==> src/hw/rtl/atfr_pkg.sv <==
// ----------------------------------------------------------------------------
// AT final result classifier package
// Shared types, constants and character tables for the response line
// classifier and its per-byte parse logic.
// ----------------------------------------------------------------------------
package atfr_pkg;

  // Width of the signed error code range and of the payload field.
  localparam int CODE_BITS = 16;
  localparam int CODE_W    = 16;
  localparam int MAG_W     = CODE_BITS;
  localparam int PROD_W    = MAG_W + 4;

  // Magnitude cap: the largest negative code's magnitude.
  localparam logic [MAG_W-1:0] MAG_CAP   = MAG_W'(1) << (CODE_BITS - 1);
  localparam logic [MAG_W-1:0] MAG_POS_MAX = MAG_CAP - MAG_W'(1);

  // Match position saturates at the top of its four-bit range.
  localparam int POS_W = 4;
  localparam logic [POS_W-1:0] POS_MAX    = '1;
  localparam logic [POS_W-1:0] OK_LEN     = POS_W'(2);
  localparam logic [POS_W-1:0] ERR_LEN    = POS_W'(5);
  localparam logic [POS_W-1:0] PREFIX_LEN = POS_W'(11);

  // Bits of the live-pattern mask.
  localparam int PAT_OK     = 0;
  localparam int PAT_ERR    = 1;
  localparam int PAT_CME    = 2;
  localparam int PAT_CMS    = 3;
  localparam int PAT_PROMPT = 4;
  localparam int PAT_N      = 5;

  // Characters with a special role.
  localparam logic [7:0] CH_NUL   = 8'h00;
  localparam logic [7:0] CH_TAB   = 8'h09;
  localparam logic [7:0] CH_LF    = 8'h0A;
  localparam logic [7:0] CH_VT    = 8'h0B;
  localparam logic [7:0] CH_FF    = 8'h0C;
  localparam logic [7:0] CH_CR    = 8'h0D;
  localparam logic [7:0] CH_SP    = 8'h20;
  localparam logic [7:0] CH_PLUS  = 8'h2B;
  localparam logic [7:0] CH_MINUS = 8'h2D;
  localparam logic [7:0] CH_ZERO  = 8'h30;
  localparam logic [7:0] CH_NINE  = 8'h39;
  localparam logic [7:0] CH_GT    = 8'h3E;

  typedef enum logic [2:0] {
    CLS_NONE   = 3'd0,
    CLS_OK     = 3'd1,
    CLS_ERROR  = 3'd2,
    CLS_CME    = 3'd3,
    CLS_CMS    = 3'd4,
    CLS_PROMPT = 3'd5
  } line_class_t;

  typedef enum logic [1:0] {
    PH_SIGN       = 2'd0,
    PH_AFTER_SIGN = 2'd1,
    PH_DIGITS     = 2'd2,
    PH_DONE       = 2'd3
  } num_phase_t;

  // Line parse state carried from byte to byte.
  typedef struct packed {
    logic               past_blanks;
    logic [POS_W-1:0]   match_pos;
    logic [PAT_N-1:0]   alive;
    logic               term_early;
    num_phase_t         phase;
    logic               negative;
    logic [MAG_W-1:0]   magnitude;
    logic               digit_seen;
  } line_state_t;

  localparam line_state_t STATE_RESET = '{
    past_blanks: 1'b0,
    match_pos:   '0,
    alive:       '1,
    term_early:  1'b0,
    phase:       PH_SIGN,
    negative:    1'b0,
    magnitude:   '0,
    digit_seen:  1'b0
  };

  // Result of one line.
  typedef struct packed {
    line_class_t        line_class;
    logic               code_valid;
    logic [CODE_W-1:0]  error_code;
  } line_result_t;

  // Character of "OK" / "ERROR" at a position.
  function automatic logic [7:0] ok_char(logic [POS_W-1:0] pos);
    logic [7:0] c;
    unique case (pos)
      4'd0:    c = 8'h4F; // O
      default: c = 8'h4B; // K
    endcase
    return c;
  endfunction

  function automatic logic [7:0] err_char(logic [POS_W-1:0] pos);
    logic [7:0] c;
    unique case (pos)
      4'd0:    c = 8'h45; // E
      4'd1:    c = 8'h52; // R
      4'd2:    c = 8'h52; // R
      4'd3:    c = 8'h4F; // O
      default: c = 8'h52; // R
    endcase
    return c;
  endfunction

  // Character of "+CME ERROR:" or "+CMS ERROR:" at a position.
  function automatic logic [7:0] prefix_char(logic [POS_W-1:0] pos, logic cms);
    logic [7:0] c;
    unique case (pos)
      4'd0:    c = 8'h2B;              // +
      4'd1:    c = 8'h43;              // C
      4'd2:    c = 8'h4D;              // M
      4'd3:    c = cms ? 8'h53 : 8'h45; // S or E
      4'd4:    c = 8'h20;              // space
      4'd5:    c = 8'h45;              // E
      4'd6:    c = 8'h52;              // R
      4'd7:    c = 8'h52;              // R
      4'd8:    c = 8'h4F;              // O
      4'd9:    c = 8'h52;              // R
      default: c = 8'h3A;              // :
    endcase
    return c;
  endfunction

endpackage

==> src/hw/rtl/atfr_parse.sv <==
// ----------------------------------------------------------------------------
// AT final result classifier: byte step
// Combinational next-state logic for one line byte, plus the line result
// that the updated state gives when the byte ends the line.
// ----------------------------------------------------------------------------
module atfr_parse
  import atfr_pkg::*;
(
  input  line_state_t  state,
  input  logic [7:0]   line_byte,
  output line_state_t  state_next,
  output line_result_t result
);

  logic             is_blank;
  logic             is_space;
  logic             is_digit;
  logic             is_sign;
  logic             in_number;
  logic             take_digit;
  logic [POS_W-1:0] pos;
  logic [PROD_W-1:0] mag_ext;
  logic [PROD_W-1:0] mag_prod;
  logic [MAG_W-1:0]  mag_sat;
  logic [CODE_BITS-1:0] code_full;

  assign pos      = state.match_pos;
  assign is_blank = (line_byte == CH_SP) || (line_byte == CH_CR);
  assign is_space = (line_byte == CH_SP) || (line_byte == CH_TAB) ||
                    (line_byte == CH_LF) || (line_byte == CH_VT) ||
                    (line_byte == CH_FF) || (line_byte == CH_CR);
  assign is_digit = (line_byte >= CH_ZERO) && (line_byte <= CH_NINE);
  assign is_sign  = (line_byte == CH_PLUS) || (line_byte == CH_MINUS);
  assign in_number = (pos >= PREFIX_LEN) &&
                     (state.alive[PAT_CME] || state.alive[PAT_CMS]);

  // Decimal accumulate: m*10 + digit, then clamp to the magnitude cap.
  assign mag_ext  = PROD_W'(state.magnitude);
  assign mag_prod = (mag_ext << 3) + (mag_ext << 1) +
                    PROD_W'(line_byte - CH_ZERO);
  assign mag_sat  = (mag_prod > PROD_W'(MAG_CAP)) ? MAG_CAP : mag_prod[MAG_W-1:0];

  // Digit-or-end step for the sign, after-sign and digit phases.
  always_comb begin
    take_digit = 1'b0;
    unique case (state.phase)
      PH_SIGN:       take_digit = !is_space && !is_sign;
      PH_AFTER_SIGN: take_digit = 1'b1;
      PH_DIGITS:     take_digit = 1'b1;
      PH_DONE:       take_digit = 1'b0;
      default:       take_digit = 1'b0;
    endcase
  end

  // State update for one byte.
  always_comb begin
    state_next = state;
    if (!state.term_early) begin
      if (line_byte == CH_NUL) begin
        state_next.term_early = 1'b1;
      end else if (state.past_blanks || !is_blank) begin
        state_next.past_blanks = 1'b1;
        if (in_number) begin
          if (state.phase == PH_SIGN && is_sign) begin
            state_next.negative = (line_byte == CH_MINUS);
            state_next.phase    = PH_AFTER_SIGN;
          end else if (take_digit) begin
            if (is_digit) begin
              state_next.magnitude  = mag_sat;
              state_next.digit_seen = 1'b1;
              state_next.phase      = PH_DIGITS;
            end else begin
              state_next.phase = PH_DONE;
            end
          end
        end else begin
          // OK: letters, then space or carriage return.
          if (state.alive[PAT_OK]) begin
            if (pos < OK_LEN) begin
              if (line_byte != ok_char(pos)) state_next.alive[PAT_OK] = 1'b0;
            end else if (pos == OK_LEN) begin
              if (!is_blank) state_next.alive[PAT_OK] = 1'b0;
            end
          end
          // ERROR: letters, then space or carriage return.
          if (state.alive[PAT_ERR]) begin
            if (pos < ERR_LEN) begin
              if (line_byte != err_char(pos)) state_next.alive[PAT_ERR] = 1'b0;
            end else if (pos == ERR_LEN) begin
              if (!is_blank) state_next.alive[PAT_ERR] = 1'b0;
            end
          end
          // The two error prefixes.
          if (pos < PREFIX_LEN) begin
            if (state.alive[PAT_CME] && line_byte != prefix_char(pos, 1'b0)) begin
              state_next.alive[PAT_CME] = 1'b0;
            end
            if (state.alive[PAT_CMS] && line_byte != prefix_char(pos, 1'b1)) begin
              state_next.alive[PAT_CMS] = 1'b0;
            end
          end
          // Prompt: '>' followed by a space only.
          if (state.alive[PAT_PROMPT]) begin
            if (pos == '0 && line_byte != CH_GT) begin
              state_next.alive[PAT_PROMPT] = 1'b0;
            end else if (pos == POS_W'(1) && line_byte != CH_SP) begin
              state_next.alive[PAT_PROMPT] = 1'b0;
            end
          end
        end
        if (pos != POS_MAX) state_next.match_pos = pos + POS_W'(1);
      end
    end
  end

  // Signed code from sign and magnitude; positive side clamps one lower.
  always_comb begin
    if (state_next.negative) begin
      code_full = CODE_BITS'('0 - state_next.magnitude);
    end else if (state_next.magnitude > MAG_POS_MAX) begin
      code_full = CODE_BITS'(MAG_POS_MAX);
    end else begin
      code_full = CODE_BITS'(state_next.magnitude);
    end
  end

  // Line class by priority, from the state after this byte.
  always_comb begin
    result = '{line_class: CLS_NONE, code_valid: 1'b0, error_code: '0};
    priority if (state_next.alive[PAT_OK] && state_next.match_pos >= OK_LEN) begin
      result.line_class = CLS_OK;
    end else if (state_next.alive[PAT_ERR] && state_next.match_pos >= ERR_LEN) begin
      result.line_class = CLS_ERROR;
    end else if (state_next.alive[PAT_CME] && state_next.match_pos >= PREFIX_LEN) begin
      result.line_class = CLS_CME;
    end else if (state_next.alive[PAT_CMS] && state_next.match_pos >= PREFIX_LEN) begin
      result.line_class = CLS_CMS;
    end else if (state_next.alive[PAT_PROMPT] && state_next.match_pos >= POS_W'(1)) begin
      result.line_class = CLS_PROMPT;
    end else begin
      result.line_class = CLS_NONE;
    end
    if ((result.line_class == CLS_CME || result.line_class == CLS_CMS) &&
        state_next.digit_seen) begin
      result.code_valid = 1'b1;
      result.error_code = CODE_W'(signed'(code_full));
    end
  end

endmodule

==> src/hw/rtl/at_final_result_line_classifier.sv <==
// ----------------------------------------------------------------------------
// AT final result line classifier
// Classifies one modem response line as OK, ERROR, +CME ERROR, +CMS ERROR or
// prompt, and parses the numeric code of the two error forms.
// ----------------------------------------------------------------------------
// The block takes one character per beat and can accept a beat in every
// clock cycle. Each beat passes through an input register, then one step of
// the parse logic updates the line state; the beat with tlast loads its
// result into the output register as it moves on from the input register. A result
// waits in the output register while later characters keep flowing in; input
// stalls only when the next line end arrives while the previous result has
// not been taken.
// ----------------------------------------------------------------------------
module at_final_result_line_classifier
  import atfr_pkg::*;
(
  input  logic        clk,
  input  logic        rst,
  input  logic        s_tvalid,
  output logic        s_tready,
  input  logic [7:0]  s_tdata,   // [7:0] line_byte
  input  logic        s_tlast,   // line_end
  output logic        m_tvalid,
  input  logic        m_tready,
  output logic [15:0] m_tdata,   // [15:0] error_code
  output logic [3:0]  m_tuser    // [2:0] line_class, [3] code_valid
);

  logic         in_valid;
  logic [7:0]   in_byte;
  logic         in_last;
  logic         advance;
  line_state_t  state;
  line_state_t  state_next;
  line_result_t step_result;
  line_result_t out_result;

  // The staged beat moves on unless it ends a line and the result is blocked.
  assign advance  = in_valid && !(in_last && m_tvalid && !m_tready);
  assign s_tready = !in_valid || advance;

  atfr_parse u_parse (
    .state      (state),
    .line_byte  (in_byte),
    .state_next (state_next),
    .result     (step_result)
  );

  // Input register.
  always_ff @(posedge clk) begin
    if (rst) begin
      in_valid <= 1'b0;
    end else if (s_tready) begin
      in_valid <= s_tvalid;
    end
  end

  always_ff @(posedge clk) begin
    if (s_tready && s_tvalid) begin
      in_byte <= s_tdata;
      in_last <= s_tlast;
    end
  end

  // Line state; cleared after every line end.
  always_ff @(posedge clk) begin
    if (rst) begin
      state <= STATE_RESET;
    end else if (advance) begin
      state <= in_last ? STATE_RESET : state_next;
    end
  end

  // Output register.
  always_ff @(posedge clk) begin
    if (rst) begin
      m_tvalid <= 1'b0;
    end else if (advance && in_last) begin
      m_tvalid <= 1'b1;
    end else if (m_tready) begin
      m_tvalid <= 1'b0;
    end
  end

  always_ff @(posedge clk) begin
    if (advance && in_last) begin
      out_result <= step_result;
    end
  end

  assign m_tdata = out_result.error_code;
  assign m_tuser = {out_result.code_valid, out_result.line_class};

endmodule
==> config.mk <==
export PLATFORM = sky130hd
export DESIGN_NAME = at_final_result_line_classifier
export DESIGN_NICKNAME = d
export VERILOG_FILES = /design/src/hw/rtl/atfr_pkg.sv /design/src/hw/rtl/atfr_parse.sv /design/src/hw/rtl/at_final_result_line_classifier.sv
export SDC_FILE = /design/constraint.sdc
export NUM_CORES = 1
export LEC_CHECK = 0
export ABC_AREA = 0
export BUFFER_PORTS_ARGS = -buffer_cell sky130_fd_sc_hd__buf_4
export CORE_MARGIN = 2
export CORE_UTILIZATION = 53
export CTS_CLUSTER_SIZE = 12
export DETAILED_ROUTE_END_ITERATION = 8
export PLACE_DENSITY = 0.71
export SLEW_MARGIN = 20
export SYNTH_ARGS = -nofsm -noshare
export SYNTH_HDL_FRONTEND = slang
export SYNTH_HIERARCHICAL = 1
export SYNTH_SLANG_ARGS = --single-unit
==> constraint.sdc <==
create_clock -name clk -period 6 [get_ports clk]
set_clock_uncertainty 0.2 [all_clocks]
set_input_delay 1.2 -clock clk [delete_from_list [all_inputs] [get_ports clk]]
set_output_delay 1.2 -clock clk [all_outputs]
set_load 0.02 [all_outputs]
# Yosys cells after proc, flatten, opt, wreduce, memory -nomap -nowiden
# Memories as Yosys holds them, arrays and structs flattened. A register that Yosys moved wholly into a read port is not among the register bits.
# Index checks and enable logic that the tools add are counted.
# totals
register_bits	62
mem_bits_ro	224
out_inout_bits	22
wordCells	178
n_memories	2
# memory_table
name	depth	width	rd	rd_ports_with_merged_regs	wr	line_no	source
(no name shown)	16	7	1	1	0	atfr_pkg.sv:118	unique case (pos)
(no name shown)	16	7	1	1	0	atfr_pkg.sv:118	
# op_classes
n_addsub	5
order_cmp	12
eq_ne	26
muxes	72
n_reduce_logical	46
# ops
cell	n
$mux 8	22
$mux 17	4
$mux 31	2
$mux 20	3
$mux 16	3
$eq 8x4->1 const B	5
$ne 8x8->1	4
$eq 8x6->1 const B	3
$add 19x17->20	1
$add 20x20->20	1
$gt 20x16->1 const B	1
$mux 10	2
$mux 4	5
$logic_and 1x1->1	19
$mux 1	19
$mux 3	6
$gt 16x15->1 const B	1
$ne 8x6->1 const B	2
$sub 1x16->16 const A	1
$logic_or 1x1->1	11
$pmux 5 s2	1
$sub 8x6->9 const B	1
$eq 4x2->1 const B	2
$ge 4x4->1 const B	2
other kinds (29)	40

# Logic depth before layout (Yosys ltp)
# logic_depth
ltp_word	27
depth_mapped	20
mapped_depth_nobuf	19

# By module
# Netlist, hierarchy kept.
# modules_own_cells
mod	instances	cells_per_inst	area_each_um2	seq_area_each_um2
atfr_parse	1	548	3910.0	0.0
at_final_result_line_classifier	1	114	1943.1	1531.5

# Least setup slack after synthesis
# No wires, ideal clock.
# synth_timing
path_type	register to register
start	register in_byte[6]
end	register out_result (netlist bit m_tdata[6]) (data pin)
setup_time_ns	0.165
t_arrival_ns	5.052
path_slack_ns	0.583
path_stages_with_launch	21
path_cell_list	edfxtp_1 buf_2 or2_2 nor2_1 fa_1 ha_1 buf_2 a21oi_1 o211a_1 a21oi_1 o211a_1 nor3_1 nor4_1 and2_1 a22oi_1 ha_1 o21a_1 o21ai_0 a31o_2 a211o_1 o31ai_2
# synth_between
elab_chain_cells	18
elab_cells_between_ends	88
cone_classes	add/sub: 3; order compare: 8; eq/ne: 16; mux: 35; reduce/logical: 26
# synth_lines
element	line_no	source
from (decl)	at_final_result_line_classifier.sv:30	logic [7:0] in_byte;
from (signal assigned)	at_final_result_line_classifier.sv:60	in_byte <= s_tdata;
parallel branches: the longest is 14 deep, another holds $add 20x20->20	-	
$mux 31 *	atfr_parse.sv:58	if (!state.term_early) begin
$gt 16x15->1, or another cell as far along	atfr_parse.sv:120	end else if (state_next.magnitude > MAG_POS_MAX) begin
$mux 16 / $logic_or 1x1->1 (equally long branches)	atfr_parse.sv:120, atfr_parse.sv:143	
$mux 16 / $logic_and 1x1->1 (equally long branches)	atfr_parse.sv:118, atfr_parse.sv:143	
to (signal assigned)	at_final_result_line_classifier.sv:87	out_result <= step_result;
to (decl)	at_final_result_line_classifier.sv:36	line_result_t out_result;
# Mark *: on every way between the ends. The select of a mux whose other input is x is not followed.
# A chain may end at the register's enable or synchronous reset.

# Worst setup path after layout
# layout_timing
start	register in_byte[6]
end	register out_result (netlist bit m_tdata[12]) (data pin)
# Same word-level chain as after synthesis.

==> flow_summary.json <==
{
  "worstSetupPathType": "reg -> reg",
  "pin_count": 35,
  "final_nets": 744,
  "synth_cell_types": 97,
  "regToRegEndpoint": "m_tdata[12]",
  "dpl.cell_count": 810,
  "critPathMaxStageDelay_ps": 520,
  "synthCells": 662,
  "numCtsBuffers": 9,
  "cts-root-buf": "clkbuf_8",
  "rsz0062_at_grt": "no",
  "routed-via-count": 5508,
  "design_area_sq_um": 6380,
  "p_per_area_nw_per_um2": 155.7,
  "reg2reg_from": "in_byte[6]",
  "cp_slowest_cell": "edfxtp_1",
  "cts-htree-levels": 3,
  "dieArea_sq_um": 11900,
  "drv_slew": 0,
  "status": "finished, final reports clean",
  "yosys_most_used_dff": "dfxtp_1",
  "power_frac_comb_pct": 14.4,
  "grt_pass1_vias": 4965,
  "finalWeightedCongestion": 0.9794,
  "seq_area_frac_synth_pct": 26.17,
  "fin_crit_sh_pct": 93.28,
  "drt-vias-per-instance": 6.668,
  "worstPathCellList": "or2_2 > nor2_2 > buf_4 > fa_1 > ha_1 > a21oi_1 > nor2_1 > a211oi_1 > a32oi_2 > xnor2_1 > nor4_2 > and2_1 > a22oi_1 > ha_1 > o21ai_0 > a311oi_1 > o21bai_1 > a21oi_1",
  "synth-seq-cells": 62,
  "n_fill_cell": 953,
  "layout_common_cells": "nand2_1, a21oi_1, buf_4",
  "track_usage_pct": 27.92,
  "layout-drive-gt1-share_pct": 14.14,
  "internal_power_w": 0.0006980,
  "p_clk_share_pct": 38.9,
  "instances_no_fill": 826,
  "min_from": "state[21]",
  "synthesis.nets": 725,
  "area_delta_synth_final_pct": 9.000,
  "synth_xor_area_share_pct": 3.292,
  "synth_area_sq_um": 5853,
  "min_to": "state[21]",
  "die_w_um": 109.1,
  "start_util_pct": 54.23,
  "numPortBuffers": 34,
  "worstMarginPinSlew_ps": 893.7,
  "fmax_ghz": 0.1787,
  "hp-class": "reg -> reg",
  "synth_top_family_by_area": "compound AO/OA/AOI/OAI gates",
  "dp_hpwl_um": 12190,
  "drtAntennaViolNets": 0,
  "muxShareOfSynthArea_pct": 1.197,
  "antenna_found_initial": 0,
  "worstSetupStartpointType": "flip-flop",
  "wirelength_um": 16260,
  "hold_buffers": 0,
  "clockBufferDepth": 2,
  "synth_enable_flop_cells": 29,
  "drt_iter0_drc": 512,
  "synth-simple-area-share_pct": 19.69,
  "switching_share_pct": 29.72,
  "p_leak_nw": 2.525,
  "die_y_um": 109.1,
  "hold_viol_final": 0,
  "grt_start_max_net_pins": 27,
  "crit_fanout": 9,
  "drc": 0,
  "clkLatencyLatePin_ps": 350,
  "cts_sinks": 62,
  "whs_path_depth": 1,
  "final.setup.tns_ps": 0,
  "p_switching_w": 0.0002952,
  "overflow": 0,
  "synthAdderAreaFrac_pct": 12.61,
  "row_count": 38,
  "cts_tree": "yes",
  "cp-end-kind": "flip-flop",
  "place_area_sq_um": 6163,
  "crit_required_ps": 5880,
  "worstPathArrival_ps": 5470,
  "drv_cap": 0,
  "multi_input_area_sq_um": 4003,
  "path_clk_slew_ps": 90,
  "syn_avg_cell_area_sq_um": 8.842,
  "worst_slew_margin_rel_pct": 39.64,
  "async_reset_ff_share_pct": 0,
  "layout_commonest_cell": "nand2_1",
  "setup_viol": 0,
  "grt_pass1_wl_um": 26060,
  "rrSetupSlack_ps": 400,
  "cts_setup_buffers": 0,
  "yosysWarnings": 6,
  "sequentialPowerShare_pct": 46.8,
  "n_antenna_cell": 0,
  "finalCriticalPeriod_ps": 5597,
  "regArea_sq_um": 1531,
  "dr.pass1.iters": 7,
  "worst-r2r-cell-count": 18,
  "peakVddDrop_mv": 0.1075,
  "wl_per_cell_um": 19.68,
  "core_area_sq_um": 10790,
  "synth_compound_area_share_pct": 31.21
}
-- synth_stat cells, types with 12 or more instances --
master	n	area, sq um
nor2_1	44	165.2
nand2b_1	14	87.58
o21ai_0	27	135.1
xnor2_1	15	131.4
a22o_1	28	245.2
edfxtp_1	29	870.8
buf_2	13	65.06
dfxtp_1	33	660.6
fa_1	15	300.3
inv_1	33	123.9
nand2_1	48	180.2
a21oi_1	45	225.2
nand3_1	12	60.06
nor3_1	18	90.09
ha_1	35	437.9
clkbuf_1	13	48.80
a31oi_1	14	87.58
-- through the flow --
stage	hold WS [ps]	power, W	util (%)	setup WS (ps)
after detailed placement	258.8	0.0006131	57.11	276.5
final	285.3	0.0009931	59.11	403.1
after CTS	288.0	0.0009907	58.96	244.9
after global routing	312.7	0.001026	59.11	21.48
after floorplan	233.5	0.0005725	-	583.1
after global placement	248.2	0.0006084	57.05	405.3
-- cell type report --
cell class	count	area share, %
Sequential cell	62	24.00
Clock inverter	5	0.5884
Tap cell	140	2.746
Multi-Input combinational cell	528	62.74
Timing Repair Buffer	45	5.295
Clock buffer	11	2.550
Inverter	35	2.079
-- state kept, by name (all words and copies together) (netlist names) --
signal / flops
state: 31
m_tdata: 16
in_byte: 8
m_tuser: 4
in_last: 1
in_valid: 1
m_tvalid: 1
-- power groups by stage --
stage,Combinational [W],Sequential [W],Clock [W]
floorplan,0.0000959,0.000477,0
detailed placement,0.000139,0.000474,0
CTS,0.000139,0.000465,0.000387
global route,0.000155,0.000467,0.000405
global placement,0.000135,0.000473,0
finish,0.000143,0.000465,0.000386
-- worst max-delay path by stage --
stage               start          end  slack (ps)  depth (start not counted)
6_report       in_byte[6]  m_tdata[12]         400                         18
5_1_grt        in_byte[6]  m_tdata[12]          20                         18
4_1_cts        in_byte[6]  m_tdata[14]         240                         18
3_5_place_dp   in_byte[6]  m_tdata[12]         280                         18
3_3_place_gp   in_byte[6]  m_tdata[14]         410                         18
2_1_floorplan  in_byte[6]   m_tdata[6]         580                         20
-- kinds of logic after synthesis --
kind of cell,after synthesis
buf+inv,72
compound gates,239
flops,62
xor+xnor,22
mux,7
simple gates,210
fa+ha+maj,50
-- per-layer routing --
metal  up-vias  track usage, %  share of wire (%)
li1       2565               -                  -
met1      2625           41.51                 47
met2       298           40.46                 42
met3        20           6.455                9.6
met4         0           7.143                1.1
met5         -               0                  0
-- repair_timing --
item / 4_1_cts / 5_1_grt
endpoints found under the setup margin: 0 / 6
resized for setup: 0 / 2
endpoints found under the hold margin: 0 / 0
-- critical path: cells and delay by family, from the launching register on --
family,cells,cell delay (ps)
compound gates,8,1810
fa+ha+maj,3,1210
simple gates,5,1070
flops,1,520
xor+xnor,1,280
buf+inv,1,240
Note: power is estimated with default switching activity, not from simulation.
